--- src/gsc_queue.sv ---
// Two-entry queue between front and back end.
// Depends on nothing but its width parameter.
`timescale 1ns / 1ps
`default_nettype none

module gsc_queue #(
  parameter int WIDTH = 50
) (
  input  wire logic             clk,
  input  wire logic             rst,
  input  wire logic             push_valid,
  output logic                  push_ready,
  input  wire logic [WIDTH-1:0] push_data,
  output logic                  pop_valid,
  input  wire logic             pop_ready,
  output logic [WIDTH-1:0]      pop_data
);

  logic [WIDTH-1:0] slot [2];
  logic             wr_ptr;
  logic             rd_ptr;
  logic [1:0]       count;
  logic             do_push;
  logic             do_pop;

  assign push_ready = (count != 2'd2);
  assign pop_valid  = (count != 2'd0);
  assign pop_data   = slot[rd_ptr];
  assign do_push    = push_valid & push_ready;
  assign do_pop     = pop_valid & pop_ready;

  always_ff @(posedge clk) begin
    if (rst) begin
      wr_ptr <= 1'b0;
      rd_ptr <= 1'b0;
      count  <= 2'd0;
    end else begin
      if (do_push) begin
        wr_ptr <= ~wr_ptr;
      end
      if (do_pop) begin
        rd_ptr <= ~rd_ptr;
      end
      if (do_push && !do_pop) begin
        count <= count + 2'd1;
      end else if (!do_push && do_pop) begin
        count <= count - 2'd1;
      end
    end
  end

  always_ff @(posedge clk) begin
    if (do_push) begin
      slot[wr_ptr] <= push_data;
    end
  end

endmodule

`default_nettype wire

--- config.mk ---
export PLATFORM = sky130hd
export DESIGN_NAME = gsc_queue
export DESIGN_NICKNAME = d
export VERILOG_FILES = /design/src/gsc_queue.sv
export SDC_FILE = /design/constraint.sdc
export NUM_CORES = 1
export LEC_CHECK = 0
export ABC_AREA = 1
export ABC_CLOCK_PERIOD_IN_PS = 8700
export BUFFER_PORTS_ARGS = -buffer_cell sky130_fd_sc_hd__buf_4
export CAP_MARGIN = 20
export CELL_PAD_IN_SITES_DETAIL_PLACEMENT = 1
export CELL_PAD_IN_SITES_GLOBAL_PLACEMENT = 1
export CORE_ASPECT_RATIO = 0.9
export CORE_MARGIN = 2
export CORE_UTILIZATION = 50
export CTS_BUF_LIST = sky130_fd_sc_hd__clkbuf_4
export CTS_CLUSTER_SIZE = 20
export DETAILED_ROUTE_END_ITERATION = 10
export HOLD_SLACK_MARGIN = 0.08
export PLACE_DENSITY = 0.87
export SYNTH_ARGS = -nofsm -noshare
export SYNTH_HDL_FRONTEND = slang
export SYNTH_SLANG_ARGS = --single-unit
--- constraint.sdc ---
create_clock -name clk -period 8.7 [get_ports clk]
set_input_delay 0.87 -clock clk [delete_from_list [all_inputs] [get_ports clk]]
set_output_delay 0.87 -clock clk [all_outputs]
set_load 0.02 [all_outputs]
==> run_summary.xml <==
<?xml version="1.0" encoding="UTF-8"?>
<metrics>
  <group name="synth">
    <metric name="mappedNetlistNets" unit="">248</metric>
    <metric name="syn-cell-area" unit="µm²">4100</metric>
    <metric name="number_of_flops_mapped_to_enable_cells_by_yosys" unit="">100</metric>
    <metric name="post_synth.cell_area_avg" unit="µm²">21.3</metric>
    <metric name="synth_area_leaders" unit="">sky130_fd_sc_hd__edfxtp_1, sky130_fd_sc_hd__mux2_4, sky130_fd_sc_hd__buf_12</metric>
    <metric name="synth_most_common_cell" unit="">sky130_fd_sc_hd__edfxtp_1</metric>
    <metric name="synth_largest_area_cell" unit="">sky130_fd_sc_hd__edfxtp_1</metric>
    <metric name="synthesis.instances" unit="">193</metric>
    <metric name="synth.cells.most_frequent" unit="">sky130_fd_sc_hd__edfxtp_1, sky130_fd_sc_hd__mux2_4, sky130_fd_sc_hd__nand2_1</metric>
    <metric name="async_set_reset_flop_share_out_of_synthesis" unit="%">0</metric>
    <metric name="yosysTopAreaCellShare" unit="%">73.2</metric>
    <metric name="yosys_register_bits" unit="">105</metric>
    <metric name="synth_seq_area_share" unit="%">75.6</metric>
    <metric name="yosysWarnings" unit="">0</metric>
    <metric name="ys_types" unit="">13</metric>
    <metric name="synthFlopType" unit="">sky130_fd_sc_hd__edfxtp_1</metric>
  </group>
  <group name="clock_network">
    <metric name="worstSkewPairLatency" unit="ps">440</metric>
    <metric name="path_clk_slew" unit="ps">160</metric>
    <metric name="cts_root_buffer" unit="">sky130_fd_sc_hd__clkbuf_4</metric>
    <metric name="cts.repair_timing.setup_buffer_count" unit="">0</metric>
    <metric name="clockBufferDepth" unit="">2</metric>
    <metric name="cts_htree_levels" unit="">3</metric>
    <metric name="post_cts_hold_buffer_count" unit="">0</metric>
    <metric name="cts-resized-gates" unit="">0</metric>
    <metric name="numClockSinks" unit="">105</metric>
    <metric name="clock_tree_from_tritoncts" unit="">built</metric>
    <metric name="tritoncts.num_buffers" unit="">9</metric>
  </group>
  <group name="setup_path">
    <metric name="critical_path.startpoint_type" unit="">register</metric>
    <metric name="cp_data_required_time" unit="ps">7830</metric>
    <metric name="endpoint_arrival_time_on_the_critical_path" unit="ps">1990</metric>
    <metric name="crit_path_top_delay_cell" unit="">sky130_fd_sc_hd__dfxtp_4</metric>
    <metric name="worst_setup_path_category" unit="">register to output port</metric>
    <metric name="worst_path_largest_cell_delay" unit="ps">990</metric>
    <metric name="crit_path_cell_trace" unit="">mux2_4 &gt; buf_4</metric>
    <metric name="crit_path_end_kind" unit="">output port</metric>
    <metric name="critical_path.max_fanout" unit="">50</metric>
    <metric name="crit_buf_inv" unit="">1</metric>
    <metric name="critical_path.top_delay_family" unit="">flip-flops</metric>
  </group>
  <group name="layout">
    <metric name="final.fill_count" unit="">725</metric>
    <metric name="post_route_cells_drive_above_1_share" unit="%">56.5</metric>
    <metric name="nets" unit="">360</metric>
    <metric name="areaGrowthSynthToFinish" unit="%">23.8</metric>
    <metric name="layout.cells.non_filler" unit="">409</metric>
    <metric name="antenna_cells" unit="">0</metric>
    <metric name="final_core_utilization" unit="%">63.6</metric>
  </group>
  <group name="die">
    <metric name="floorplan.core_area" unit="µm²">7990</metric>
    <metric name="design.die.area" unit="µm²">8950</metric>
    <metric name="rows" unit="">31</metric>
    <metric name="die_x" unit="µm">99.5</metric>
    <metric name="chipHeight" unit="µm">89.9</metric>
    <metric name="start_util" unit="%">51.4</metric>
    <metric name="ioPinCount" unit="">106</metric>
  </group>
  <group name="timing">
    <metric name="final_hold_viol_count" unit="">0</metric>
    <metric name="setup_viol_count_final" unit="">0</metric>
    <metric name="min_period" unit="ps">2860</metric>
    <metric name="period_share" unit="%">32.9</metric>
    <metric name="worst_pin_slew" unit="ps">940</metric>
    <metric name="fmaxAchievable" unit="GHz">0.349</metric>
    <metric name="drv_slew" unit="">0</metric>
    <metric name="grt_setup_unrepaired" unit="">false</metric>
    <metric name="tightest_hold_margin" unit="ps">523</metric>
    <metric name="finClkSkew" unit="ps">14.9</metric>
    <metric name="setup-tns-final" unit="ps">0</metric>
    <metric name="slew_headroom" unit="%">37.3</metric>
  </group>
  <group name="route">
    <metric name="drt_iter0_drc" unit="">83</metric>
    <metric name="routed-via-count" unit="">2039</metric>
    <metric name="drcViolationCount" unit="">0</metric>
    <metric name="avgViaCountPerCell" unit="">4.99</metric>
    <metric name="drt_pass1_iterations" unit="">4</metric>
    <metric name="drtAntennaViolNets" unit="">0</metric>
    <metric name="routedWlPerCell" unit="µm">18.5</metric>
    <metric name="totalWireLength" unit="µm">7570</metric>
  </group>
  <group name="global_route">
    <metric name="first_pass_grt_wire_length" unit="µm">11700</metric>
    <metric name="grt_util_all_layers" unit="%">17.3</metric>
    <metric name="grt_start_max_net_pins" unit="">51</metric>
    <metric name="global_route.overflow_total" unit="">0</metric>
    <metric name="initial_antenna_violation_count" unit="">0</metric>
    <metric name="grt_pass1_vias" unit="">2236</metric>
  </group>
  <group name="placement">
    <metric name="numPortBuffers" unit="">105</metric>
    <metric name="place_inst" unit="">393</metric>
    <metric name="gp_routability_congestion" unit="">0.736</metric>
  </group>
  <group name="run_status">
    <metric name="outcome" unit="">completed</metric>
  </group>
  <group name="pwr">
    <metric name="power-per-cell-area" unit="nW/µm²">272</metric>
    <metric name="power.ir.vdd_worst" unit="µV">144</metric>
    <metric name="p_leak" unit="µW">0.00202</metric>
  </group>
  <group name="worst_hold_path">
    <metric name="hold_class" unit="">register to register</metric>
  </group>
  <group name="flow_run">
    <metric name="max_cap_violations" unit="">0</metric>
  </group>
</metrics>
[tightest hold or removal path, cell delays in order (launching register included)]
cell and delay [ps]:
sky130_fd_sc_hd__dfxtp_1 360, sky130_fd_sc_hd__a21oi_1 60, sky130_fd_sc_hd__nor2_1 90
[kinds of logic (layout without fill, tap and decap cells)]
kind of cell | Yosys count | count (layout) | share of synthesized area, %
AO/OA/AOI/OAI | 4 | 4 | 0.488
adder cells (fa/ha/maj) | 1 | 1 | 0.305
buffers and inverters | 14 | 131 | 3.45
flip-flops | 105 | 105 | 75.6
multiplexers | 50 | 50 | 18.3
AND/OR/NAND/NOR | 19 | 19 | 1.86
[sequential cells by signal, indices dropped and copies added, names as in the netlist, named ones only]
register,count
count,2
slot,100
rd_ptr,1
wr_ptr,1
[area by class of cell]
type,count,area [µm²],share of cell area [%]
Sequential cell,105,3110,61.1
Clock buffer,9,67.6,1.33
Clock inverter,7,76.3,1.50
Inverter,8,30.0,0.591
Tap cell,99,124,2.44
Multi-Input combinational cell,74,875,17.2
Timing Repair Buffer,107,803,15.8
[through the flow]
stage                     area, µm²  setup slack [ps]  total power [µW]
after global routing           5080              5710              1450
after global placement         4940              6310              1140
after detailed placement       4940              6310              1150
after CTS                      5080              5800              1400
after floorplan                4100              5180              1000
final                          5080              5840              1380
[final timing paths]
| check | start | end | slack [ps] | cells past startpoint |
|---|---|---|---|---|
| max reg2reg | count[0]$_SDFFE_PP0P_ | slot[1][9]$_DFFE_PP_ | 6890 | 5 |
| min | rd_ptr$_SDFFE_PP0P_ | rd_ptr$_SDFFE_PP0P_ | 520 | 2 |
| min reg2reg | rd_ptr$_SDFFE_PP0P_ | rd_ptr$_SDFFE_PP0P_ | 520 | 2 |
| max | register | pop_data[5] | 5840 | 2 |
[power by group]
part / switching (µW) / internal (µW)
registers: 56.1 / 640
logic: 215 / 225
clock network: 157 / 89.9
total: 428 / 954
[metal layers]
layer / up-vias / wire length, µm / GRT usage [%]
li1: 959 / - / -
met5: - / 0 / 0
met4: 0 / 114 / 6.16
met3: 13 / 507 / 4.67
met2: 78 / 3770 / 28.3
met1: 989 / 3180 / 22.3
[layout by cell type (no fill, tap or decap)]
cell                           n
sky130_fd_sc_hd__a21oi_1       2
sky130_fd_sc_hd__buf_4       107
sky130_fd_sc_hd__bufinv_16     1
sky130_fd_sc_hd__clkbuf_4      9
sky130_fd_sc_hd__clkinv_1      1
sky130_fd_sc_hd__clkinv_4      2
sky130_fd_sc_hd__clkinvlp_4    1
sky130_fd_sc_hd__dfxtp_1       4
sky130_fd_sc_hd__dfxtp_4       1
sky130_fd_sc_hd__edfxtp_1    100
sky130_fd_sc_hd__ha_1          1
sky130_fd_sc_hd__inv_1         8
sky130_fd_sc_hd__inv_6         2
sky130_fd_sc_hd__mux2_4       50
sky130_fd_sc_hd__nand2_1       9
sky130_fd_sc_hd__nand3_1       2
sky130_fd_sc_hd__nand4_1       1
sky130_fd_sc_hd__nor2_1        5
sky130_fd_sc_hd__nor2_4        2
sky130_fd_sc_hd__o21ai_0       2
Power figures use the tool's default switching activity.
